===== src/rtl/palette_color_shade_generator_defines.svh =====
// Assertion macros shared by the palette color shade generator modules.
// Each macro expects signals named clk and rst in the module that uses it.
`ifndef PALETTE_COLOR_SHADE_GENERATOR_DEFINES_SVH
`define PALETTE_COLOR_SHADE_GENERATOR_DEFINES_SVH

// The consequent must hold in the same cycle as the antecedent.
`define PCSG_ASSERT_NOW(lbl, ante, cons, msg) \
  lbl: assert property (@(posedge clk) disable iff (rst) (ante) |-> (cons)) \
    else $error(msg);

// The consequent must hold in the cycle after the antecedent.
`define PCSG_ASSERT_NEXT(lbl, ante, cons, msg) \
  lbl: assert property (@(posedge clk) disable iff (rst) (ante) |=> (cons)) \
    else $error(msg);

`endif


===== src/rtl/pcsg_pkg.sv =====
// Package for the palette color shade generator: types, constants and the
// constant-divisor helper functions. No dependencies.
package pcsg_pkg;

  localparam int NUM_STAGES = 8;
  localparam int PADDR_W = 4;

  typedef logic [NUM_STAGES-1:0] stage_vec_t;

  typedef enum logic [1:0] {
    REG_TINT       = 2'd0,
    REG_BRIGHTNESS = 2'd1,
    REG_CONTRAST   = 2'd2
  } reg_idx_t;

  typedef struct packed {
    logic [23:0] tint_rgb;
    logic [15:0] brightness;
    logic [15:0] contrast;
  } cfg_t;

  localparam logic [23:0] TINT_RESET = 24'hFFFFFF;
  localparam logic [15:0] BRIGHTNESS_RESET = 16'd255;
  localparam logic [15:0] CONTRAST_RESET = 16'd255;

  localparam logic [8:0] CONTRAST_BIAS = 9'd127;
  localparam logic [5:0] MAX_LEVEL = 6'd32;
  localparam logic [5:0] NEUTRAL_LO = 6'd15;
  localparam logic [5:0] NEUTRAL_HI = 6'd16;
  // Past 256 * 15 the shade step always saturates (or gives 0 at level 0).
  localparam logic [11:0] SHADE_SAT = 12'd3840;
  localparam logic [7:0] CHAN_MAX = 8'd255;

  // Floor division by 255 using the reciprocal 0x01010101 / 2^32 and one
  // correction step.
  function automatic logic [25:0] div255(input logic [33:0] p);
    logic [59:0] acc;
    logic [27:0] q;
    logic [33:0] r;
    acc = {26'b0, p} + {18'b0, p, 8'b0} + {10'b0, p, 16'b0} + {2'b0, p, 24'b0};
    q = acc[59:32];
    r = p - ({6'b0, q} << 8) + {6'b0, q};
    if (r >= 34'd255) begin
      q = q + 28'd1;
    end
    return q[25:0];
  endfunction

  // Floor division by 15 for values below 3840.
  function automatic logic [7:0] div15(input logic [11:0] p);
    logic [27:0] acc;
    logic [11:0] q;
    logic [11:0] r;
    acc = {16'b0, p} + {12'b0, p, 4'b0} + {8'b0, p, 8'b0} + {4'b0, p, 12'b0};
    q = acc[27:16];
    r = p - (q << 4) + q;
    if (r >= 12'd15) begin
      q = q + 12'd1;
    end
    return q[7:0];
  endfunction

  // Shade gain in fifteenths for a shade level.
  function automatic logic [5:0] shade_factor(input logic [5:0] level);
    logic [5:0] lv;
    logic [6:0] dbl;
    logic [5:0] f;
    lv = (level > MAX_LEVEL) ? MAX_LEVEL : level;
    dbl = {lv, 1'b0} - {1'b0, NEUTRAL_LO};
    if (lv < NEUTRAL_LO) begin
      f = lv;
    end else if (lv <= NEUTRAL_HI) begin
      f = NEUTRAL_LO;
    end else begin
      f = dbl[5:0];
    end
    return f;
  endfunction

endpackage


===== src/rtl/pcsg_channel.sv =====
// Eight-stage datapath for one color channel: tint, contrast, brightness,
// shade and clamp. Depends on pcsg_pkg and the assertion macros header.
`include "palette_color_shade_generator_defines.svh"

module pcsg_channel (
  input  logic                 clk,
  input  logic                 rst,
  input  pcsg_pkg::stage_vec_t load,
  input  pcsg_pkg::cfg_t       cfg,
  input  logic [7:0]           tint,
  input  logic [7:0]           base,
  input  logic [5:0]           level,
  output logic [7:0]           result
);

  logic [15:0] p1;
  logic [8:0]  b1;
  logic [5:0]  f0, f1, f2, f3, f4, f5;
  logic [24:0] p2;
  logic [16:0] ym2;
  logic        neg2, neg3, neg4, neg5;
  logic [32:0] p3;
  logic [11:0] zs4;
  logic [17:0] p4;

  logic [25:0] t_div;
  logic [8:0]  biased;
  logic [24:0] p2_next;
  logic [25:0] y_div;
  logic [16:0] y;
  logic [32:0] p3_next;
  logic [25:0] z_div;
  logic [11:0] zs_next;
  logic [17:0] p4_next;
  logic [7:0]  result_next;

  assign t_div = pcsg_pkg::div255({18'b0, p1});
  assign biased = {1'b0, t_div[7:0]} + pcsg_pkg::CONTRAST_BIAS;
  assign p2_next = {16'b0, b1} * {9'b0, cfg.contrast};

  assign y_div = pcsg_pkg::div255({9'b0, p2});
  assign y = y_div[16:0];

  assign p3_next = {16'b0, ym2} * {17'b0, cfg.brightness};

  assign z_div = pcsg_pkg::div255({1'b0, p3});
  assign zs_next = (z_div >= {14'b0, pcsg_pkg::SHADE_SAT}) ? pcsg_pkg::SHADE_SAT : z_div[11:0];

  assign p4_next = {6'b0, zs4} * {12'b0, f5};

  // A negative value after contrast stays non-positive and clamps to zero.
  always_comb begin
    if (neg5) begin
      result_next = 8'd0;
    end else if (p4 >= {6'b0, pcsg_pkg::SHADE_SAT}) begin
      result_next = pcsg_pkg::CHAN_MAX;
    end else begin
      result_next = pcsg_pkg::div15(p4[11:0]);
    end
  end

  always_ff @(posedge clk) begin
    if (load[0]) begin
      p1 <= {8'b0, base} * {8'b0, tint};
      f0 <= pcsg_pkg::shade_factor(level);
    end
    if (load[1]) begin
      b1 <= biased;
      f1 <= f0;
    end
    if (load[2]) begin
      p2 <= p2_next;
      f2 <= f1;
    end
    if (load[3]) begin
      ym2 <= y - {8'b0, pcsg_pkg::CONTRAST_BIAS};
      neg2 <= y < {8'b0, pcsg_pkg::CONTRAST_BIAS};
      f3 <= f2;
    end
    if (load[4]) begin
      p3 <= p3_next;
      neg3 <= neg2;
      f4 <= f3;
    end
    if (load[5]) begin
      zs4 <= zs_next;
      neg4 <= neg3;
      f5 <= f4;
    end
    if (load[6]) begin
      p4 <= p4_next;
      neg5 <= neg4;
    end
    if (load[7]) begin
      result <= result_next;
    end
  end

  `PCSG_ASSERT_NEXT(a_negative_clamps_low, load[7] && neg5, result == 8'd0, "Negative channel not clamped to zero")
  `PCSG_ASSERT_NEXT(a_overflow_clamps_high, load[7] && !neg5 && (p4 >= {6'b0, pcsg_pkg::SHADE_SAT}), result == pcsg_pkg::CHAN_MAX, "Large channel not clamped to full scale")
  `PCSG_ASSERT_NEXT(a_shade_input_bounded, load[5], zs4 <= pcsg_pkg::SHADE_SAT, "Shade input above saturation bound")

endmodule


===== config.mk =====
export PLATFORM = sky130hd
export DESIGN_NAME = pcsg_channel
export DESIGN_NICKNAME = d
export VERILOG_FILES = /design/src/rtl/pcsg_pkg.sv /design/src/rtl/pcsg_channel.sv
export VERILOG_INCLUDE_DIRS = /design/src /design/src/rtl
export SDC_FILE = /design/constraint.sdc
export NUM_CORES = 2
export LEC_CHECK = 0
export ABC_AREA = 1
export BUFFER_PORTS_ARGS = -buffer_cell sky130_fd_sc_hd__clkbuf_2
export CAP_MARGIN = 20
export CORE_MARGIN = 2
export CORE_UTILIZATION = 53
export DETAILED_ROUTE_END_ITERATION = 10
export PLACE_DENSITY = 0.69
export SYNTH_ARGS = -nofsm -noshare
export SYNTH_HDL_FRONTEND = slang
export SYNTH_SLANG_ARGS = --single-unit

===== constraint.sdc =====
create_clock -name clk -period 10.2 [get_ports clk]
set_input_delay 1.53 -clock clk [delete_from_list [all_inputs] [get_ports clk]]
set_output_delay 1.53 -clock clk [all_outputs]
set_load 0.02 [all_outputs]

==> results.md <==
- Status: finished, final reports clean
- Tmin final: 9.20 ns
- Via count: between 30000 and 40000
- Critical path endpoint category: register
- Worst setup path category: reg2reg
- Htree depth: 4
- #FFs+latches synth: about 180
- Worst path most repeated cell: nand2_1
- Finished Layout Cells: between 5000 and 6000
- CTS Buf Count: 17
- Hold Buf Count CTS: 0
- Fin crit share: 0.902
- Resized cells post-CTS: 0
- Cells after Synth: between 4000 and 5000
- Via density: ~5.2
- Async set-reset flop share out of synthesis: 0
- Max Transition Viols Final: 0
- Leading area contributor after synthesis: fa_1
- Largest net degree at the start of global routing: 41
- Setup Fix Bufs, Post-CTS: 0
- Hold Vio Cnt, Final: 0
- Post-synth EDFFs: 178
- GRT overflow: 0
- RSZ-0062 raised after global routing: false
- CP arrival: 9.42 ns
- RePlAce Congestion: 0.950
- Clock skew: around 0.016 ns
- I/O Pins: 96
- Slew headroom: 0.373
- Rows: 98
- Actual slew at the worst max-slew pin: around 0.94 ns
- Min-delay src: f2[0]$_DFFE_PP_
- Die H: 272 microns
- Setup crit end: zs4[1]$_SDFFCE_PP0P_
- PortBufs: 70
- HPWL after DPL: 75.9 mm
- Synth Area per Inst: 7.66 sq um
- CTS tree: done
- Top-area cell type share of the netlist area: 0.236
- Critical Path RT: 10.43 ns
- WL final: 90.4 mm
- Initial Util: 0.534
- Worst-path maximum fanout: 12
- Vias in the first global route: 30400
- Initial antenna violation count: 4
- Final net count: 5989
- Fin Setup TNS: 0 ns
- Finished Core Util: 0.557
- DP Cell Count: 5873
- Hold Path Stages: 0
- Setup violators final: 0
- First-pass GRT wire length: 150 mm
- Die W: 272 microns
- Clock Latency Late Sink: 0.48 ns
- Fmax: 0.109 GHz
- FF-to-FF Start: p3[22]$_DFFE_PP_
- Area grow syn2layout: 4.36%
- Worst hold-check path type: reg2reg
- Flop2flop setup slack: about 1 ns
- Die ar.: 74100 sq um
- Clock transition at the registers of the reported paths: 0.07 ns
- Syn_nets: 6026
- Max cap viols: 0
- Routed WL per cell: 15.3 microns
- CP max stage delay: 0.77 ns
- Post-DRT Antenna Nets: 0
- Drt initial violations: 1922
- Residual DRC count: 0
- Layout filler cell count: just under 7000
- GR Util All Layers: 0.250
- Max Buffers Root-to-Sink: 2
- Distinct cell type count after synthesis: 64
- Slowest-stage cell, CP: a2111oi_0
- TritonRoute pass-1 iters: 6
- Crit path from: p3[22]$_DFFE_PP_
- Post-Syn Area: 38100 sq um
- Top cells by area, synth: fa_1 24%, ha_1 17%, edfxtp_1 14%
- Clk root buf: clkbuf_16
- Top FF cell, synth: edfxtp_1
- Hold slack: 0.418 ns
- Clock sinks: 178
- Register area share after synthesis: 0.140
- Placeable Area: ~71000 sq um
- Startpoint types: register
- R2r endpoint: zs4[1]$_SDFFCE_PP0P_
- Share of post-route cells with drive strength above 1: 0.0456
- Yosys Warn Count: 0
- Worst R2R Path Depth: 47
[synthesized netlist by cell type (7+ instances only)]
cell type and count:
nand2_1 1209, inv_1 1118, ha_1 510, fa_1 449, nor2_1 292, a21oi_1 235
nand3_1 185, edfxtp_1 178, xor2_1 146, clkbuf_1 123, o21ai_0 102, xnor2_1 71
nand4_1 55, nand2_2 38, nor3_1 31, nor2_2 18, a31oi_1 17, a21o_1 16
o211ai_1 15, o21bai_1 15, o21a_1 13, o21ai_1 12, or2_2 12, nand3b_1 11
nand3_2 9, a211oi_1 7
[sequential cells by signal, indices dropped and copies added (netlist names)]
register / flops
p1: 16
ym2: 17
f2: 6
f1: 6
result: 8
f5: 6
f0: 6
neg3: 1
p2: 25
f3: 6
p4: 18
b1: 9
neg2: 1
f4: 6
neg5: 1
zs4: 12
p3: 33
neg4: 1
[cells by family after synthesis]
kind of cell / synth area share
mux: 0.000788
flops: 0.140
fa+ha+maj: 0.403
compound gates: 0.0709
buf+inv: 0.124
xor+xnor: 0.0514
simple gates: 0.209
[layout make-up]
class,count,area (sq um),area share
Multi-Input combinational cell,3545,28000,0.705
Sequential cell,178,5350,0.134
Inverter,1124,4220,0.106
Tap cell,950,1190,0.0299
Clock buffer,17,425,0.0107
Timing Repair Buffer,76,395,0.00994
Clock inverter,14,168,0.00421
Antenna cell,1,2.50,0.0000629
[layer usage]
| layer | routed length, microns | GRT usage | up-vias |
|---|---|---|---|
| met5 | 58 | 0 | - |
| li1 | - | - | 15300 |
| met4 | 1580 | 0.0562 | 8 |
| met1 | 40600 | 0.336 | 14700 |
| met2 | 43500 | 0.433 | 721 |
| met3 | 4710 | 0.0283 | 108 |
[worst min path at each step]
stage | endpoint | slack [ns]
final | f3[0]$_DFFE_PP_ | 0.42
after global routing | f3[5]$_DFFE_PP_ | 0.43
after CTS | neg4$_DFFE_PP_ | 0.42
after detailed placement | f2[0]$_DFFE_PP_ | 0.40
after global placement | f2[5]$_DFFE_PP_ | 0.40
after floorplan | f1[0]$_DFFE_PP_ | 0.40
[placed cells by master (no fill, tap or decap), drive strengths merged, types with 15 or more instances in the layout]
master,instances
nand3,198
nand2,1251
a31oi,17
nand4,55
nor2,315
edfxtp,178
inv,1129
o211ai,15
a21o,17
o21bai,15
o21ai,117
xnor2,71
nor3,36
xor2,149
a21oi,241
fa,449
ha,510
clkbuf,87
[critical path, delay by kind of cell, from the launching register on]
family	cells	cell delay (ns)
and+or+nand+nor	26	3.08
adders and majority gates	6	2.43
AOI/OAI and AO/OA	8	2.32
buffers and inverters	7	0.65
DFF	1	0.51
[through the flow]
stage | area, sq um | setup slack (ns)
after floorplan | 38100 | 2.32
after global placement | 39200 | 1.15
after detailed placement | 39200 | 1.04
after CTS | 39800 | 1.03
after global routing | 39800 | 0.115
final | 39800 | 1.00
Power is left out: the tool's default activity adds up to more than one toggle a clock period on the data nets, which glitch-free logic cannot reach.
