$ cat src/rtl/palette_color_shade_generator_defines.svh
// Assertion macros shared by the palette color shade generator modules.
// Each macro expects signals named clk and rst in the module that uses it.
`ifndef PALETTE_COLOR_SHADE_GENERATOR_DEFINES_SVH
`define PALETTE_COLOR_SHADE_GENERATOR_DEFINES_SVH

// The consequent must hold in the same cycle as the antecedent.
`define PCSG_ASSERT_NOW(lbl, ante, cons, msg) \
  lbl: assert property (@(posedge clk) disable iff (rst) (ante) |-> (cons)) \
    else $error(msg);

// The consequent must hold in the cycle after the antecedent.
`define PCSG_ASSERT_NEXT(lbl, ante, cons, msg) \
  lbl: assert property (@(posedge clk) disable iff (rst) (ante) |=> (cons)) \
    else $error(msg);

`endif

$ cat src/rtl/pcsg_pkg.sv
// Package for the palette color shade generator: types, constants and the
// constant-divisor helper functions. No dependencies.
package pcsg_pkg;

  localparam int NUM_STAGES = 8;
  localparam int PADDR_W = 4;

  typedef logic [NUM_STAGES-1:0] stage_vec_t;

  typedef enum logic [1:0] {
    REG_TINT       = 2'd0,
    REG_BRIGHTNESS = 2'd1,
    REG_CONTRAST   = 2'd2
  } reg_idx_t;

  typedef struct packed {
    logic [23:0] tint_rgb;
    logic [15:0] brightness;
    logic [15:0] contrast;
  } cfg_t;

  localparam logic [23:0] TINT_RESET = 24'hFFFFFF;
  localparam logic [15:0] BRIGHTNESS_RESET = 16'd255;
  localparam logic [15:0] CONTRAST_RESET = 16'd255;

  localparam logic [8:0] CONTRAST_BIAS = 9'd127;
  localparam logic [5:0] MAX_LEVEL = 6'd32;
  localparam logic [5:0] NEUTRAL_LO = 6'd15;
  localparam logic [5:0] NEUTRAL_HI = 6'd16;
  // Past 256 * 15 the shade step always saturates (or gives 0 at level 0).
  localparam logic [11:0] SHADE_SAT = 12'd3840;
  localparam logic [7:0] CHAN_MAX = 8'd255;

  // Floor division by 255 using the reciprocal 0x01010101 / 2^32 and one
  // correction step.
  function automatic logic [25:0] div255(input logic [33:0] p);
    logic [59:0] acc;
    logic [27:0] q;
    logic [33:0] r;
    acc = {26'b0, p} + {18'b0, p, 8'b0} + {10'b0, p, 16'b0} + {2'b0, p, 24'b0};
    q = acc[59:32];
    r = p - ({6'b0, q} << 8) + {6'b0, q};
    if (r >= 34'd255) begin
      q = q + 28'd1;
    end
    return q[25:0];
  endfunction

  // Floor division by 15 for values below 3840.
  function automatic logic [7:0] div15(input logic [11:0] p);
    logic [27:0] acc;
    logic [11:0] q;
    logic [11:0] r;
    acc = {16'b0, p} + {12'b0, p, 4'b0} + {8'b0, p, 8'b0} + {4'b0, p, 12'b0};
    q = acc[27:16];
    r = p - (q << 4) + q;
    if (r >= 12'd15) begin
      q = q + 12'd1;
    end
    return q[7:0];
  endfunction

  // Shade gain in fifteenths for a shade level.
  function automatic logic [5:0] shade_factor(input logic [5:0] level);
    logic [5:0] lv;
    logic [6:0] dbl;
    logic [5:0] f;
    lv = (level > MAX_LEVEL) ? MAX_LEVEL : level;
    dbl = {lv, 1'b0} - {1'b0, NEUTRAL_LO};
    if (lv < NEUTRAL_LO) begin
      f = lv;
    end else if (lv <= NEUTRAL_HI) begin
      f = NEUTRAL_LO;
    end else begin
      f = dbl[5:0];
    end
    return f;
  endfunction

endpackage

$ cat src/rtl/pcsg_cfg.sv
// Configuration register file with an APB-style port.
// Depends on pcsg_pkg for the register indexes, reset values and cfg_t.
module pcsg_cfg (
  input  logic                         clk,
  input  logic                         rst,
  input  logic                         psel,
  input  logic                         penable,
  input  logic                         pwrite,
  input  logic [pcsg_pkg::PADDR_W-1:0] paddr,
  input  logic [31:0]                  pwdata,
  output logic [31:0]                  prdata,
  output logic                         pready,
  output pcsg_pkg::cfg_t               cfg
);

  logic wr_en;

  assign pready = 1'b1;
  assign wr_en = psel && penable && pwrite && pready;

  always_ff @(posedge clk) begin
    if (rst) begin
      cfg.tint_rgb <= pcsg_pkg::TINT_RESET;
      cfg.brightness <= pcsg_pkg::BRIGHTNESS_RESET;
      cfg.contrast <= pcsg_pkg::CONTRAST_RESET;
    end else if (wr_en) begin
      case (paddr[3:2])
        pcsg_pkg::REG_TINT: begin
          cfg.tint_rgb <= pwdata[23:0];
        end
        pcsg_pkg::REG_BRIGHTNESS: begin
          cfg.brightness <= pwdata[15:0];
        end
        pcsg_pkg::REG_CONTRAST: begin
          cfg.contrast <= pwdata[15:0];
        end
        default: begin
        end
      endcase
    end
  end

  always_comb begin
    case (paddr[3:2])
      pcsg_pkg::REG_TINT:       prdata = {8'b0, cfg.tint_rgb};
      pcsg_pkg::REG_BRIGHTNESS: prdata = {16'b0, cfg.brightness};
      pcsg_pkg::REG_CONTRAST:   prdata = {16'b0, cfg.contrast};
      default:                  prdata = 32'b0;
    endcase
  end

endmodule

$ cat config.mk
export PLATFORM = sky130hd
export DESIGN_NAME = pcsg_cfg
export DESIGN_NICKNAME = d
export VERILOG_FILES = /design/src/rtl/palette_color_shade_generator_defines.svh /design/src/rtl/pcsg_pkg.sv /design/src/rtl/pcsg_cfg.sv
export SDC_FILE = /design/constraint.sdc
export NUM_CORES = 1
export LEC_CHECK = 0
export ABC_CLOCK_PERIOD_IN_PS = 1100
export BUFFER_PORTS_ARGS = -buffer_cell sky130_fd_sc_hd__buf_4
export CAP_MARGIN = 15
export CORE_AREA = 3 3 81 83
export CTS_CLUSTER_DIAMETER = 200
export DETAILED_ROUTE_END_ITERATION = 7
export DIE_AREA = 0 0 84 86
export PLACE_DENSITY = 0.82
export SYNTH_ARGS = -nofsm -noshare
export SYNTH_HDL_FRONTEND = slang
export SYNTH_SLANG_ARGS = --single-unit
$ cat constraint.sdc
create_clock -name clk -period 1.1 [get_ports clk]
set_input_delay 0.055 -clock clk [delete_from_list [all_inputs] [get_ports clk]]
set_output_delay 0.055 -clock clk [all_outputs]
set_load 0.01 [all_outputs]
==> results.md, run 1 <==
- Fin crit share: 0.982
- Slew Viols, Final: 0
- Number of global-route vias before repair: 2296
- Register area share after synthesis: 0.415
- Drt via density: 4.90
- Endpoints failing setup: 0
- Die Y: 86 µm
- Clock Sinks: 56
- Die area: 0.00722 mm²
- Critical path class: flop to output pin
- Area growth from synthesis to layout: 41.9%
- CP Launch Type: flop
- Final ANT Viol Nets: 0
- # fillers: 526
- Post-synthesis compound-gate area fraction: 0.0296
- Outcome: finished clean
- Port Buffers: 110
- Final Cell Area: 0.00384 mm²
- Simple-gate share of the synthesized area: 0.211
- Worst R2R End: cfg[39]$_SDFFE_PP1P_
- Fmax: 926 MHz
- Max cap viols: 0
- Max Root-Sink Buffers: 2
- Antenna violations before repair: 0
- CTS Root Cell: clkbuf_8
- Final wirelength: 7.06 mm
- Placed Area: 0.00358 mm²
- Gr ovfl total: 0
- Cell count of the worst reg-to-reg path: 3
- TritonCTS clock tree: yes
- Skew-Pair Late Insertion Delay: 0.30 ns
- Synth cell types: 19
- Mean Syn Cell Area: 9.20 µm²
- Peak VDD IR: 0.528 mV
- Slew at the pin with the worst max-slew slack: 0.769 ns
- Synthesized-area fraction occupied by adder cells: 0
- Setup Skew: 0 ns
- Vias: 2402
- Flop-to-flop setup slack: 0.32 ns
- GRT Total Usage: 0.187
- Final core occ: 0.648
- First-pass GRT wire length: 10.9 mm
- Critical Path Sink: prdata[7]
- Largest net degree at the start of global routing: 89
- Mapped Cells: 294
- Biggest register: cfg
- Total design power: 0.00400 W
- Starting DRT DRC Count: 51
- Min-delay worst type: input pin to flop
- Rows: 28
- Worst r2r src: cfg[39]$_SDFFE_PP1P_
- Multiplexer share of the synthesized area: 0.267
- Critical Path Source: cfg[23]$_SDFFE_PP1P_
- GRT busiest layer: met2
- Hold Fails Final Rpt: 0
- H-tree depth: 2
- RSZ-0062 raised after global routing: true
- Rel. slew slack: 0.487
- CTS Buf Count: 5
- Avg WL per Cell: 14.4 µm
- Nature of the critical path endpoint: output pin
- Pwr dens: 1040 mW/mm²
- Max reg flops: 56
- Gpl congestion: 0.754
- YS warnings: 0
- N_diodes: 0
- Share of layout cells above drive strength 1: 0.424
- CP arrival: 1.03 ns
- M1 GR Usage: 0.210
- GRT met3 Usage: 0.0307
- XOR/XNOR Fraction of Synth Area: 0
- Met2 Track Usage GR: 0.355
- Critical Path RT: 1.04 ns
- Commonest cells after routing, fill and taps aside: 130 x buf_4, 72 x mux2i_1, 65 x nor2_1, 32 x dfxtp_2
- Largest family of logic cells by synthesized area: multiplexers
- Cell Area, Synth: 0.00270 mm²
- Reg clk slew, reported paths: 0.10 ns
- Top Ports: 130
- Seq cells post-synth: 56
- Top flop regs: cfg (56)
- Nets: 455
- DR DRC count: 0
- Final setup TNS: 0 ns
- Min Clock Period, post-route: 1.08 ns
- Die width: 84 µm
- Critical Path Fanout Max: 3
- DR pass1 iterations: 4
- Post-DP HPWL: 5.07 mm
- Placeable Area: 0.00592 mm²
- Starting Density: 0.457
- Lkg Pwr: 1.72 nW
- Most common cell after layout, fill and taps aside: buf_4
[kinds of logic (layout without fill, tap and decap cells)]
family,count (synthesis),count (layout)
other cells,2,9
simple gates,118,118
compound gates,16,16
mux,72,72
flops,56,56
buf+inv,30,144
[per-layer routing]
layer	vias to the layer above	routed length, µm
met5	-	0
met4	0	119
met3	9	377
met2	78	3680
met1	1134	2880
li1	1181	-
[cell type report]
cell class                 instances  area, µm²  area share
sequential                        56       1160       0.303
clock buffer                       6       72.6      0.0189
clock inverter                     2       35.0     0.00913
multi-input combinational        215       1420       0.370
tap                               75       93.8      0.0245
timing repair buffer             136       1060       0.275
[power by group]
group / total [W] / switching [W] / internal [W]
clock: 0.00133 / 0.000648 / 0.000677
sequential: 0.00208 / 0.0000203 / 0.00205
combinational: 0.000601 / 0.000295 / 0.000306
total: 0.00400 / 0.000964 / 0.00304
[synth_stat cells]
cell type   n  area, µm²
and2_1      8       50.1
buf_2       4       20.0
buf_4      12       90.1
buf_6       1       11.3
buf_8       3       45.0
clkbuf_1   10       37.5
conb_1      2       7.51
dfxtp_1    56       1120
mux2i_1    72        721
nand2_1    16       60.1
nand2b_1   24        150
nand3_2     1       10.0
nand4_4     1       21.3
nor2_1     65        244
nor2b_1     1       6.26
nor3_4      1       16.3
nor3b_2     1       12.5
o21ai_0     6       30.0
o21ai_1    10       50.1
[through the flow]
stage,setup slack (ns),std cells,hold slack (ns)
6_report,0.0195,490,0.00256
5_1_grt,-0.0839,490,0.0133
3_5_place_dp,-0.00800,469,0.317
4_1_cts,0.000506,481,0.00118
3_3_place_gp,0.0403,469,0.310
2_1_floorplan,0.0810,301,0.222
[how the worst min path moves through the flow]
stage,endpoint,depth (start not counted),startpoint,slack [ns]
3_3_place_gp,cfg[54]$_SDFFE_PP1P_,3,pwdata[22],0.31
4_1_cts,cfg[50]$_SDFFE_PP1P_,3,pwdata[18],0.001
6_report,cfg[50]$_SDFFE_PP1P_,3,pwdata[18],0.003
5_1_grt,cfg[46]$_SDFFE_PP1P_,3,pwdata[14],0.01
2_1_floorplan,cfg[40]$_SDFFE_PP1P_,2,pwdata[8],0.22
3_5_place_dp,cfg[49]$_SDFFE_PP1P_,3,pwdata[17],0.32
[worst max-delay path, cell delays in order, from the launching register on]
cell and delay (ns):
dfxtp_2 0.35, mux2i_1 0.07, o21ai_1 0.16, buf_4 0.14
[what timing repair did]
action                                  in CTS  in global routing
gates resized for setup                     14                 25
buffers inserted                             0                  9
hold buffers                                 4                  0
pin swaps                                    0                  5
endpoints found under the hold margin        4                  0
endpoints found under the setup margin       9                 16
Note: power is estimated with default switching activity, not from simulation.
==> run 2: changes to the inputs <==
--- a/config.mk
+++ b/config.mk
@@ -8,11 +8,12 @@
 export ABC_CLOCK_PERIOD_IN_PS = 1100
 export BUFFER_PORTS_ARGS = -buffer_cell sky130_fd_sc_hd__buf_4
 export CAP_MARGIN = 15
-export CORE_AREA = 3 3 81 83
+export CORE_AREA = 2 2 80 82
 export CTS_CLUSTER_DIAMETER = 200
 export DETAILED_ROUTE_END_ITERATION = 7
-export DIE_AREA = 0 0 84 86
+export DIE_AREA = 0 0 82 84
 export PLACE_DENSITY = 0.82
+export RECOVER_POWER = 25
 export SYNTH_ARGS = -nofsm -noshare
 export SYNTH_HDL_FRONTEND = slang
 export SYNTH_SLANG_ARGS = --single-unit
==> run 2 against run 1 <==
  * Clock skew unchanged
  * Non-clock buffer count unchanged
  * Die area decreased by 4.7%
  * Global-route usage increased by 0.81 points
  * Hold slack improved by 0.011 ns
  * Power decreased by 4.4%
  * Flip-flop and latch count unchanged
  * Maximum frequency about the same
  * Setup slack about the same
  * Critical path type unchanged
  * Sequential power about the same
  * Critical path depth unchanged
  * Sequential share of layout area increased by 0.25 points
==> results.md, run 2 (synthesis results as in run 1) <==
- Peak VDD IR: 0.456 mV
- Total placed cells including tap cells: 474
- Post-DP HPWL: 4.94 mm
- DR pass1 iterations: 4
- Final Cell Area: 0.00380 mm²
- Most common cell after layout, fill and taps aside: buf_4
- Endpoints failing setup: 0
- First-pass GRT wire length: 10.6 mm
- Die area: 0.00689 mm²
- Die width: 82 µm
- Final wirelength: 6.73 mm
- Placeable Area: 0.00610 mm²
- Clock Sinks: 56
- Setup Skew: 0 ns
- TritonCTS clock tree: yes
- Fmax: 926 MHz
- Min Clock Period, post-route: 1.08 ns
- Starting DRT DRC Count: 66
- H-tree depth: 2
- Slew at the pin with the worst max-slew slack: 0.528 ns
- Max reg flops: 56
- Area growth from synthesis to layout: 40.4%
- Outcome: finished clean
- Number of global-route vias before repair: 2245
- Flop-to-flop setup slack: 0.43 ns
- CP arrival: 1.03 ns
- Critical path class: flop to output pin
- Slew Viols, Final: 0
- DR DRC count: 0
- Top flop regs: cfg (56)
- CTS Buf Count: 5
- Vias: 2348
- Skew-Pair Late Insertion Delay: 0.31 ns
- Max cap viols: 0
- Critical Path RT: 1.04 ns
- Final setup TNS: 0 ns
- N_diodes: 0
- CTS Root Cell: clkbuf_8
- # fillers: 532
- Rows: 29
- Final ANT Viol Nets: 0
- RSZ-0062 raised after global routing: true
- Port Buffers: 110
- Antenna violations before repair: 0
- Placed Area: 0.00363 mm²
- Sequential cell area: 0.00116 mm²
- Largest net degree at the start of global routing: 49
- Reg clk slew, reported paths: 0.10 ns
- Rel. slew slack: 0.648
- Top Ports: 130
- Nature of the critical path endpoint: output pin
- Avg WL per Cell: 13.7 µm
- Biggest register: cfg
- Total design power: 0.00383 W
- Pwr dens: 1010 mW/mm²
- Post-route insts no fill: 492
- Lkg Pwr: 1.69 nW
- Gpl congestion: 0.715
- Drt via density: 4.77
- Critical Path Fanout Max: 3
- Share of layout cells above drive strength 1: 0.412
- Commonest cells after routing, fill and taps aside: 123 x buf_4, 72 x mux2i_1, 65 x nor2_1, 30 x dfxtp_2, 26 x dfxtp_1
- GRT Total Usage: 0.195
- Fin crit share: 0.982
- Starting Density: 0.444
- CP Launch Type: flop
- Min Hold Slack: 0.0136 ns
- Die Y: 84 µm
- Nets: 455
- Min-delay worst type: input pin to flop
- Max Root-Sink Buffers: 2
- Hold Fails Final Rpt: 0
- Multi-input logic area: 0.00141 mm²
- Gr ovfl total: 0
-- run 2: changes by cell type in the layout (fill, tap and decap cells not counted), moves of 2 or more --
| cell | before | now |
|---|---|---|
| buf_4 | 130 | 123 |
| clkbuf_2 | 0 | 3 |
| dfxtp_1 | 24 | 26 |
| dfxtp_2 | 32 | 30 |
-- run 2: layout make-up --
type,count,share of cell area
clock buffer,5,0.0181
clock inverter,3,0.00560
multi-input combinational,215,0.371
sequential,56,0.305
tap,77,0.0254
timing repair buffer,136,0.275
-- run 2: per-stage QoR --
stage               worst slack [ns]  utilization
finish                        0.0195        0.623
CTS                         0.000676        0.622
global placement              0.0762        0.595
floorplan                     0.0810            -
global route                 -0.0802        0.623
detailed placement            0.0456        0.595
-- run 2: what timing repair did --
action                                  CTS  global route
resized for setup                        19            16
endpoints found under the hold margin     5             0
buffers inserted                          0             5
hold buffers                              5             0
pin swaps                                 0             1
endpoints found under the setup margin   10            15
-- run 2: layer usage --
| layer | vias to the layer above | wire (µm) | global-route usage |
|---|---|---|---|
| met1 | 1086 | 2870 | 0.238 |
| met4 | 0 | 72 | 0.0424 |
| met2 | 75 | 3460 | 0.348 |
| li1 | 1180 | - | - |
| met3 | 7 | 324 | 0.0379 |
| met5 | - | 0 | 0 |
-- run 2: final timing paths --
kind | start | to | cells after the start
setup / recovery | cfg[18]$_SDFFE_PP1P_ | prdata[2] | 3
hold / removal | pwdata[20] | cfg[52]$_SDFFE_PP1P_ | 3
setup reg to reg | cfg[1]$_SDFFE_PP1P_ | cfg[1]$_SDFFE_PP1P_ | 2
hold reg to reg | cfg[30]$_SDFFE_PP0P_ | cfg[30]$_SDFFE_PP0P_ | 2
-- run 2: report_power, final --
group	total [W]	internal (W)	leakage (nW)	switching, W
Clock	0.00115	0.000454	0.0445	0.000693
Sequential	0.00208	0.00206	0.447	0.0000208
Combinational	0.000604	0.000314	1.20	0.000289
-- run 2: critical path, stage by stage (launching register included) --
cell and delay, ns:
dfxtp_2 0.36, mux2i_1 0.06, o21ai_0 0.15, buf_4 0.14
