--- config.mk ---
export PLATFORM = sky130hd
export DESIGN_NAME = pcsg_ctrl
export DESIGN_NICKNAME = d
export VERILOG_FILES = /design/src/rtl/pcsg_pkg.sv /design/src/rtl/pcsg_ctrl.sv
export VERILOG_INCLUDE_DIRS = /design/src /design/src/rtl
export SDC_FILE = /design/constraint.sdc
export NUM_CORES = 1
export LEC_CHECK = 0
export BUFFER_PORTS_ARGS = -buffer_cell sky130_fd_sc_hd__buf_4
export CAP_MARGIN = 20
export CORE_AREA = 4 4 41 43
export CTS_CLUSTER_SIZE = 20
export DETAILED_ROUTE_END_ITERATION = 8
export DIE_AREA = 0 0 45 47
export PLACE_DENSITY = 0.59
export SETUP_SLACK_MARGIN = 0.02
export SLEW_MARGIN = 20
export SYNTH_ARGS = -nofsm -noshare
export SYNTH_HDL_FRONTEND = slang
export SYNTH_SLANG_ARGS = --single-unit
--- constraint.sdc ---
create_clock -name clk -period 2.2 [get_ports clk]
set_input_delay 0.22 -clock clk [delete_from_list [all_inputs] [get_ports clk]]
set_output_delay 0.22 -clock clk [all_outputs]
set_load 0.01 [all_outputs]
--- src/rtl/palette_color_shade_generator_defines.svh ---
// Assertion macros shared by the palette color shade generator modules.
// Each macro expects signals named clk and rst in the module that uses it.
`ifndef PALETTE_COLOR_SHADE_GENERATOR_DEFINES_SVH
`define PALETTE_COLOR_SHADE_GENERATOR_DEFINES_SVH

// The consequent must hold in the same cycle as the antecedent.
`define PCSG_ASSERT_NOW(lbl, ante, cons, msg) \
  lbl: assert property (@(posedge clk) disable iff (rst) (ante) |-> (cons)) \
    else $error(msg);

// The consequent must hold in the cycle after the antecedent.
`define PCSG_ASSERT_NEXT(lbl, ante, cons, msg) \
  lbl: assert property (@(posedge clk) disable iff (rst) (ante) |=> (cons)) \
    else $error(msg);

`endif

--- src/rtl/pcsg_pkg.sv ---
// Package for the palette color shade generator: types, constants and the
// constant-divisor helper functions. No dependencies.
package pcsg_pkg;

  localparam int NUM_STAGES = 8;
  localparam int PADDR_W = 4;

  typedef logic [NUM_STAGES-1:0] stage_vec_t;

  typedef enum logic [1:0] {
    REG_TINT       = 2'd0,
    REG_BRIGHTNESS = 2'd1,
    REG_CONTRAST   = 2'd2
  } reg_idx_t;

  typedef struct packed {
    logic [23:0] tint_rgb;
    logic [15:0] brightness;
    logic [15:0] contrast;
  } cfg_t;

  localparam logic [23:0] TINT_RESET = 24'hFFFFFF;
  localparam logic [15:0] BRIGHTNESS_RESET = 16'd255;
  localparam logic [15:0] CONTRAST_RESET = 16'd255;

  localparam logic [8:0] CONTRAST_BIAS = 9'd127;
  localparam logic [5:0] MAX_LEVEL = 6'd32;
  localparam logic [5:0] NEUTRAL_LO = 6'd15;
  localparam logic [5:0] NEUTRAL_HI = 6'd16;
  // Past 256 * 15 the shade step always saturates (or gives 0 at level 0).
  localparam logic [11:0] SHADE_SAT = 12'd3840;
  localparam logic [7:0] CHAN_MAX = 8'd255;

  // Floor division by 255 using the reciprocal 0x01010101 / 2^32 and one
  // correction step.
  function automatic logic [25:0] div255(input logic [33:0] p);
    logic [59:0] acc;
    logic [27:0] q;
    logic [33:0] r;
    acc = {26'b0, p} + {18'b0, p, 8'b0} + {10'b0, p, 16'b0} + {2'b0, p, 24'b0};
    q = acc[59:32];
    r = p - ({6'b0, q} << 8) + {6'b0, q};
    if (r >= 34'd255) begin
      q = q + 28'd1;
    end
    return q[25:0];
  endfunction

  // Floor division by 15 for values below 3840.
  function automatic logic [7:0] div15(input logic [11:0] p);
    logic [27:0] acc;
    logic [11:0] q;
    logic [11:0] r;
    acc = {16'b0, p} + {12'b0, p, 4'b0} + {8'b0, p, 8'b0} + {4'b0, p, 12'b0};
    q = acc[27:16];
    r = p - (q << 4) + q;
    if (r >= 12'd15) begin
      q = q + 12'd1;
    end
    return q[7:0];
  endfunction

  // Shade gain in fifteenths for a shade level.
  function automatic logic [5:0] shade_factor(input logic [5:0] level);
    logic [5:0] lv;
    logic [6:0] dbl;
    logic [5:0] f;
    lv = (level > MAX_LEVEL) ? MAX_LEVEL : level;
    dbl = {lv, 1'b0} - {1'b0, NEUTRAL_LO};
    if (lv < NEUTRAL_LO) begin
      f = lv;
    end else if (lv <= NEUTRAL_HI) begin
      f = NEUTRAL_LO;
    end else begin
      f = dbl[5:0];
    end
    return f;
  endfunction

endpackage

--- src/rtl/pcsg_ctrl.sv ---
// Pipeline flow control: one valid bit per stage and the per-stage load enables.
// Depends on pcsg_pkg and the assertion macros header.
`include "palette_color_shade_generator_defines.svh"

module pcsg_ctrl (
  input  logic                 clk,
  input  logic                 rst,
  input  logic                 s_tvalid,
  output logic                 s_tready,
  output logic                 m_tvalid,
  input  logic                 m_tready,
  output pcsg_pkg::stage_vec_t load
);

  localparam int LAST = pcsg_pkg::NUM_STAGES - 1;

  pcsg_pkg::stage_vec_t v;
  logic in_acc;
  logic out_acc;

  // A stage takes new data when it is empty or its contents move on.
  always_comb begin
    load[LAST] = !v[LAST] || m_tready;
    for (int k = LAST - 1; k >= 0; k--) begin
      load[k] = !v[k] || load[k+1];
    end
  end

  always_ff @(posedge clk) begin
    if (rst) begin
      v <= '0;
    end else begin
      if (load[0]) begin
        v[0] <= s_tvalid;
      end
      for (int k = 1; k <= LAST; k++) begin
        if (load[k]) begin
          v[k] <= v[k-1];
        end
      end
    end
  end

  assign s_tready = load[0];
  assign m_tvalid = v[LAST];
  assign in_acc = s_tvalid && s_tready;
  assign out_acc = m_tvalid && m_tready;

  `PCSG_ASSERT_NOW(a_empty_after_reset, $past(rst), v == '0, "Pipeline not empty after reset")
  `PCSG_ASSERT_NOW(a_no_stall_when_drained, !v[LAST], s_tready, "Input stalled with empty output stage")
  `PCSG_ASSERT_NOW(a_item_count, !$past(rst), $countones(v) == $past($countones(v)) + $past(in_acc) - $past(out_acc), "Transaction lost or duplicated in pipeline")

endmodule

==> out/results.ini, run 1 <==
[final_layout]
n_antenna_cell = 0
final_common_cell = buf_4
largest_reg_flops = 8
area_growth_syn_to_layout_pct = 36.4
final_cell_mix = buf_4 (14), nor2_1 (9), dfxtp_1 (8)
fin_nets = 59
final_core_util = 0.353
regMostFlops = v
seq_area_um2 = 160
fill_cells = 154
reg_top3 = v x8
multiInputGateArea_um2 = 138
drive_gt1_frac = 0.377

[sta]
fmax_ghz = 0.646
fin_tns_setup_ns = 0
min_period_ns = 1.55
whs_ns = 0.179
rsz0062_at_grt = false
fin_ws_ns = 0.653
finalSetupViolCount = 0
slew_headroom = 0.834
worst_pin_slew_ns = 0.249
hold_violations = 0
fin_crit_sh = 0.703
drv_slew = 0
skew_ns = 0.00951

[synthesis]
ys_ff_latch = 8
syn-mean-instance-area_um2 = 8.63
synth_warnings = 0
netlist_area_um2 = 337
syn_nets = 43
synth_cell_types = 17
ys_seq_area_frac = 0.476
postSynthCellCount = 39

[routing]
first_iter_violations = 3
routed_wl_um = 680
vias = 300
drc = 0
routed_via_density = 4.41
antenna_left = 0
route.detailed.wl_per_inst_um = 10.0
drt_pass1_iterations = 2

[clock_tree]
root_buffer = clkbuf_4
hold_buffers = 0
cts_tree = done
cts_sinks = 8
postCtsSetupRepairBufs = 0
clkLatencyLatePin_ns = 0.25
cts_max_path_buffers = 2
cts_buffers = 3
ctsResizeCount = 0
clk_pin_slew_ns = 0.06
htreeDepth = 1

[power_and_ir_drop]
ir_drop_v = 0.000362
power.density_nw_per_um2 = 585
p_leak_uw = 0.000183

[setup_path]
worstPathMaxFanout = 5
start_kind = flip-flop
arrival_ns = 1.33
r2r_slack_ns = 1.15
critPathCaptureType = primary output
r2r-end = v[0]
critPathKind = flip-flop to primary output
worst-r2r-cell-count = 4
reg2reg_from = v[7]
crit_required_ns = 1.98

[floorplanning]
die_area_um2 = 2120
core_area_um2 = 1300
initial_utilization = 0.259
die_h_um = 47
num_rows = 13
pin_count = 14
die_w_um = 45

[min_path]
min_to = v[0]
hold_start = s_tvalid
holdPathStages = 3
hold_path_class = input pin to flip-flop

[placed_design]
io_buffer_count = 13
gp_congestion = 0.623
place_hpwl_um = 517
place_worst_setup_slack_ns = 0.903

[global_routing]
grt_pass1_vias = 278
grt_usage = 0.0841
antenna_found_initial = 0
grt_pass1_wl_mm = 1.14
grt_max_degree = 9
grt_overflow = 0

[status]
run_status = completed

[job]
cap_violations = 0

## area by class of cell
type,count,share of cell area
Multi-Input combinational cell,24,0.300
Inverter,4,0.0327
Clock buffer,3,0.0490
Tap cell,15,0.0409
Sequential cell,8,0.349
Timing Repair Buffer,14,0.229
## per-stage QoR
step | cells | instance area (um^2) | total power [uW]
after floorplan | 39 | 337 | 159
after global placement | 65 | 437 | 164
after detailed placement | 65 | 437 | 164
after CTS | 68 | 459 | 275
after global routing | 68 | 459 | 291
final | 68 | 459 | 269
## how the worst max path moves through the flow
| stage | slack [ns] | start | cells after the start | to |
|---|---|---|---|---|
| global route | 0.54 | v[4] | 4 | load[0] |
| finish | 0.65 | v[4] | 4 | s_tready |
| global placement | 0.95 | v[4] | 4 | s_tready |
| CTS | 0.64 | v[4] | 4 | load[0] |
| detailed placement | 0.90 | v[4] | 4 | load[0] |
| floorplan | 0.82 | v[7] | 5 | load[0] |
## cells by family (layout without fill, tap and decap cells)
| logic type | Yosys count | in the layout | share of synthesized area |
|---|---|---|---|
| AND/OR/NAND/NOR | 18 | 18 | 0.294 |
| flip-flops | 8 | 8 | 0.476 |
| buffers and inverters | 7 | 21 | 0.115 |
| AO/OA/AOI/OAI | 6 | 6 | 0.115 |
## worst max-delay path, stage by stage, from the launching register on
cell     delay (ns)
dfxtp_1        0.42
and3_1         0.25
and2_4         0.17
nand3_1        0.09
buf_4          0.16
## routing by layer
| metal | wire [um] | GRT usage |
|---|---|---|
| met3 | 69 | 0.0690 |
| met1 | 288 | 0.0760 |
| met5 | 0 | 0 |
| met4 | 0 | 0.0526 |
| met2 | 322 | 0.130 |
## Yosys cell counts
cell type  count  area share
and3_1         1       0.019
clkbuf_2       1       0.015
nand2_1        3       0.033
a21oi_2        1       0.026
nand3_4        1       0.052
inv_1          4       0.045
nor2_1         9        0.10
a21oi_1        3       0.045
a41oi_1        1       0.026
buf_4          1       0.022
dfxtp_1        8        0.48
buf_6          1       0.033
and4b_1        1       0.030
nor2b_1        1       0.019
and2_4         1       0.026
a31oi_1        1       0.019
nand3_1        1       0.015
## power breakdown
part / switching [uW] / leakage [uW] / internal, uW
Sequential: 2.64 / 0.0000650 / 148
Combinational: 4.62 / 0.000105 / 5.60
Clock: 45.6 / 0.0000138 / 62.1
Power figures use the tool's default switching activity.
==> run 2: changes to the inputs <==
clock period = 1.5 ns   (was 2.2 ns; I/O delays follow)
==> run 2 against run 1 <==
Sequential power increased by 46%. Final cell count unchanged. First-iteration DRC count decreased by 100%. Highest routed layer unchanged. Via count decreased by 3.7%. Flip-flop and latch count unchanged. Count of clock-buffer cells in the layout unchanged. Total power increased by 48%. Global-route usage decreased by 0.95 points. Critical endpoint unchanged. Sequential share of layout area decreased by 0.14 points. Combinational power increased by 47%.
==> out/results.ini, run 2 (same netlist as run 1, synthesis figures left out) <==
[status]
run_status = completed

[min_path]
hold_path_class = input pin to flip-flop
holdPathStages = 3  ; unchanged

[setup_path]
cp_slowest_cell = dfxtp_2
critPathKind = flip-flop to primary output
worstPathMaxFanout = 5  ; unchanged
crit_chain = and4b_2 > and2_4 > nand3_2 > buf_4
crit_required_ns = 1.35  ; -0.63 ns
critPathMaxStageDelay_ns = 0.34  ; -0.08 ns
worst-path-buf-inv = 1  ; unchanged
arrival_ns = 1.26  ; -0.07 ns
critPathCaptureType = primary output
crit_cells = 4  ; unchanged
start_kind = flip-flop
cp_top_family = simple AND/OR/NAND/NOR gates
worst-r2r-cell-count = 4  ; unchanged

[final_layout]
area_growth_syn_to_layout_pct = 41.3
fin_nets = 59  ; unchanged
reg_top3 = v x8
fill_cells = 148  ; -3.9%
regMostFlops = v
n_antenna_cell = 0  ; unchanged
final_core_util = 0.365  ; +0.0125
drive_gt1_frac = 0.509  ; +0.132
largest_reg_flops = 8  ; unchanged
final_common_cell = buf_4
final_cell_area_um2 = 475  ; +3.5%
final_cell_mix = buf_4 (14), nor2_1 (9), inv_1 (4), dfxtp_1 (4), dfxtp_2 (4)

[sta]
drv_slew = 0  ; unchanged
min_period_ns = 1.41
skew_ns = 0.00226  ; -0.00725 ns
rsz0062_at_grt = false
worst_pin_slew_ns = 0.242  ; -0.00664 ns
fin_ws_ns = 0.0921  ; -0.561 ns
slew_headroom = 0.838  ; +0.00443
fin_tns_setup_ns = 0  ; unchanged
finalSetupViolCount = 0  ; unchanged
fmax_ghz = 0.710
hold_violations = 0  ; unchanged
fin_crit_sh = 0.939

[floorplanning]
die_h_um = 47  ; unchanged
core_area_um2 = 1300  ; unchanged
die_area_um2 = 2120  ; unchanged
pin_count = 14  ; unchanged
initial_utilization = 0.259  ; unchanged
num_rows = 13  ; unchanged
die_w_um = 45  ; unchanged

[clock_tree]
root_buffer = clkbuf_4
cts_tree = done
postCtsSetupRepairBufs = 0  ; unchanged
clkLatencyLatePin_ns = 0.25  ; about the same
hold_buffers = 0  ; unchanged
cts_sinks = 8  ; unchanged
cts_max_path_buffers = 2  ; unchanged
clk_pin_slew_ns = 0.05  ; about the same
cts_buffers = 3  ; unchanged
htreeDepth = 1  ; unchanged

[routing]
first_iter_violations = 0  ; -3
drc = 0  ; unchanged
routed_wl_um = 662  ; -2.6%
routed_via_density = 4.25  ; -3.7%
route.detailed.wl_per_inst_um = 9.74  ; -2.6%
vias = 289  ; -3.7%
antenna_left = 0  ; unchanged
drt_pass1_iterations = 1  ; -1

[global_routing]
antenna_found_initial = 0  ; unchanged
grt_pass1_vias = 260  ; -6.5%
grt_usage = 0.0746  ; -0.00952
grt_pass1_wl_mm = 1.06  ; -6.7%
grt_max_degree = 9  ; unchanged
grt_overflow = 0  ; unchanged

[placed_design]
gp_congestion = 0.640  ; +2.8%
place_hpwl_um = 502  ; -3.0%
placed_area_um2 = 437  ; unchanged
place_worst_setup_slack_ns = 0.275  ; -0.628 ns
io_buffer_count = 13  ; unchanged

[power_and_ir_drop]
power.density_nw_per_um2 = 837  ; +43%
p_leak_uw = 0.000183  ; -0.36%
ir_drop_v = 0.000349  ; -3.7%

[job]
cap_violations = 0  ; unchanged

run 2: where the power goes:
part | switching (uW) | total (uW) | leakage (uW) | internal (uW)
logic | 6.68 | 15.0 | 0.000102 | 8.27
registers | 4.27 | 221 | 0.0000670 | 217
clock network | 70.2 | 162 | 0.0000138 | 91.4
total | 81.2 | 398 | 0.000183 | 317
run 2: layout make-up:
type                    count  area [um^2]  share of cell area
clock buffers               3         22.5              0.0474
well taps                  15         18.8              0.0395
multi-input cells          24          149               0.313
flip-flops and latches      8          165               0.347
repair buffers             14          105               0.221
inverters                   4         15.0              0.0316
run 2: worst paths after layout:
kind,start,slack [ns],to
setup / recovery,v[6],0.09,s_tready
hold / removal,s_tvalid,0.11,v[0]
setup reg to reg,v[6],0.46,v[3]
hold reg to reg,v[2],0.45,v[3]
run 2: worst reg2reg max path: stages, from the launching register on:
cell	delay, ns
dfxtp_2	0.34
and4b_2	0.28
buf_4	0.16
nand3_4	0.08
a21oi_2	0.12
run 2: per-layer routing:
layer	global-route usage	share of wire	vias to the layer above
li1	-	-	157
met1	0.0829	0.48	123
met2	0.105	0.46	9
met3	0.0460	0.060	0
met4	0.0526	0	0
met5	0	0	-
run 2: what timing repair did:
action / CTS / global route
resized for setup: 1 / 6
cloned: 0 / 0
setup endpoints to repair: 2 / 3
pin swaps: 0 / 1
endpoints found under the hold margin: 0 / 0
run 2: through the flow:
| stage | hold WS [ns] | instances | power [uW] |
|---|---|---|---|
| floorplan | 0.270 | 39 | 233 |
| global placement | 0.372 | 65 | 241 |
| detailed placement | 0.368 | 65 | 240 |
| CTS | 0.0988 | 68 | 409 |
| global route | 0.111 | 68 | 416 |
| finish | 0.108 | 68 | 398 |
==> run 3: changes to the inputs <==
--- a/constraint.sdc
+++ b/constraint.sdc
@@ -3,2 +3,2 @@
 set_output_delay 0.15 -clock clk [all_outputs]
-set_load 0.01 [all_outputs]
+set_load 0.005 [all_outputs]
==> run 3 against run 2 <==
Flip-flop and latch count is the same. Fmax up 1.1%. Final area stayed put. Largest power group unchanged. Count of clock-buffer cells in the layout is the same. Highest routed layer unchanged. Setup slack gained 0.015 ns.
==> out/results.ini, run 3 (same netlist as run 1, synthesis figures left out) <==
[status]
run_status = completed

[clock_tree]
clk_pin_slew_ns = 0.05  ; about the same
htreeDepth = 1  ; unchanged
clkLatencyLatePin_ns = 0.25  ; about the same
root_buffer = clkbuf_4
cts_tree = done
cts_max_path_buffers = 2  ; unchanged
cts_buffers = 3  ; unchanged
hold_buffers = 0  ; unchanged
cts_sinks = 8  ; unchanged
postCtsSetupRepairBufs = 0  ; unchanged

[setup_path]
worstPathMaxFanout = 5  ; unchanged
crit_required_ns = 1.35  ; about the same
critPathKind = flip-flop to primary output
worst-r2r-cell-count = 4  ; unchanged
reg2reg_from = v[7]
critPathCaptureType = primary output
arrival_ns = 1.24  ; -0.02 ns
r2r-end = v[4]
cp-startpoint = v[7]
crit_end = s_tready
r2r_slack_ns = 0.44  ; -0.02 ns
start_kind = flip-flop

[placed_design]
dp.cells = 65  ; unchanged
place_hpwl_um = 502  ; about the same
io_buffer_count = 13  ; unchanged
gp_congestion = 0.641  ; about the same
placed_area_um2 = 437  ; unchanged

[global_routing]
grt_pass1_wl_um = 986  ; -7.2%
grt_max_degree = 9  ; unchanged
grt_usage = 0.0683  ; -0.00635
antenna_found_initial = 0  ; unchanged
grt_pass1_vias = 254  ; -2.3%
grt_overflow = 0  ; unchanged

[final_layout]
fin_nets = 59  ; unchanged
regMostFlops = v
final_cell_mix = buf_4 (14), nor2_1 (9), inv_1 (4), dfxtp_1 (4), dfxtp_2 (4)
final_common_cell = buf_4
drive_gt1_frac = 0.509  ; unchanged
final_cell_area_um2 = 475  ; unchanged
layout.cells.non_filler = 68  ; unchanged
largest_reg_flops = 8  ; unchanged
area_growth_syn_to_layout_pct = 41.3  ; unchanged
fill_cells = 148  ; unchanged
n_antenna_cell = 0  ; unchanged
reg_top3 = v x8

[floorplanning]
die_h_um = 47  ; unchanged
num_rows = 13  ; unchanged
die_area_um2 = 2120  ; unchanged
core_area_um2 = 1300  ; unchanged
pin_count = 14  ; unchanged
initial_utilization = 0.259  ; unchanged
die_w_um = 45  ; unchanged

[power_and_ir_drop]
swShare = 0.197  ; -0.00706
p_leak_uw = 0.000183  ; unchanged
clockPowerShare = 0.400  ; -0.006
p_int_uw = 317  ; about the same
pwr-share-seq = 0.562  ; +0.006
combPwrFrac = 0.038  ; about the same
p_sw_uw = 77.7  ; -4.3%
power.density_nw_per_um2 = 829  ; -0.91%
ir_drop_v = 0.000336  ; -3.7%

[routing]
vias = 297  ; +2.8%
drt_pass1_iterations = 4  ; +3
routed_wl_um = 633  ; -4.4%
routed_via_density = 4.37  ; +2.8%
antenna_left = 0  ; unchanged
route.detailed.wl_per_inst_um = 9.31  ; -4.4%
first_iter_violations = 3  ; +3
drc = 0  ; unchanged

[sta]
drv_slew = 0  ; unchanged
skew_ns = 0.00278  ; +0.000516 ns
min_period_ns = 1.39  ; -0.0147 ns
finalSetupViolCount = 0  ; unchanged
fmax_ghz = 0.718  ; +1.1%
worst_pin_slew_ns = 0.254  ; +0.0121 ns
rsz0062_at_grt = false
fin_tns_setup_ns = 0  ; unchanged
slew_headroom = 0.830  ; -0.00808
hold_violations = 0  ; unchanged
fin_crit_sh = 0.929  ; -0.00979

[min_path]
hold_path_class = input pin to flip-flop

[job]
cap_violations = 0  ; unchanged

==> run 3: cell counts in the layout (fill, tap and decap cells not counted) <==
Identical to the previous run, type by type.
==> run 3: how the worst min path moves through the flow <==
| stage | start | to | slack (ns) | cells past startpoint |
|---|---|---|---|---|
| detailed placement | s_tvalid | v[0] | 0.37 | 3 |
| floorplan | s_tvalid | v[0] | 0.27 | 2 |
| global route | rst | v[3] | 0.11 | 2 |
| finish | rst | v[3] | 0.11 | 2 |
| CTS | s_tvalid | v[0] | 0.11 | 3 |
| global placement | s_tvalid | v[0] | 0.37 | 3 |
==> run 3: critical path, stage by stage (launching register included) <==
cell and delay, ns:
dfxtp_2 0.33, and4b_2 0.28, and2_4 0.16, nand3_2 0.07, buf_4 0.14
==> run 3: through the flow <==
step | power (uW) | hold slack (ns) | setup WS (ns) | utilization
2_1_floorplan | 233 | 0.270 | 0.293 | -
4_1_cts | 402 | 0.107 | 0.0245 | 0.357
6_report | 394 | 0.109 | 0.107 | 0.365
3_5_place_dp | 240 | 0.368 | 0.275 | 0.336
3_3_place_gp | 241 | 0.371 | 0.298 | 0.336
5_1_grt | 414 | 0.111 | 0.0385 | 0.365
==> run 3: cell type report <==
class / count / area (um^2) / share of cell area
flip-flops and latches: 8 / 165 / 0.347
multi-input cells: 24 / 149 / 0.313
repair buffers: 14 / 105 / 0.221
clock buffers: 3 / 22.5 / 0.0474
well taps: 15 / 18.8 / 0.0395
inverters: 4 / 15.0 / 0.0316
==> run 3: routing by layer <==
| metal | global-route usage | share of wire | vias to the layer above |
|---|---|---|---|
| met1 | 0.0714 | 0.46 | 136 |
| met2 | 0.105 | 0.46 | 7 |
| li1 | - | - | 154 |
| met4 | 0.0702 | 0 | 0 |
| met5 | 0 | 0 | - |
| met3 | 0.0230 | 0.081 | 0 |
==> run 3: repair_timing <==
| item | 4_1_cts | 5_1_grt |
|---|---|---|
| endpoints found under the hold margin | 0 | 0 |
| setup endpoints to repair | 2 | 4 |
| pin swaps | 0 | 1 |
| resized for setup | 1 | 6 |
==> run 3: power groups by stage <==
| stage | clock network, uW | registers, uW | logic, uW |
|---|---|---|---|
| after CTS | 166 | 221 | 15.0 |
| final | 158 | 222 | 14.8 |
| after global placement | 0 | 225 | 15.3 |
| after global routing | 175 | 222 | 16.6 |
| after floorplan | 0 | 224 | 8.20 |
| after detailed placement | 0 | 225 | 14.9 |
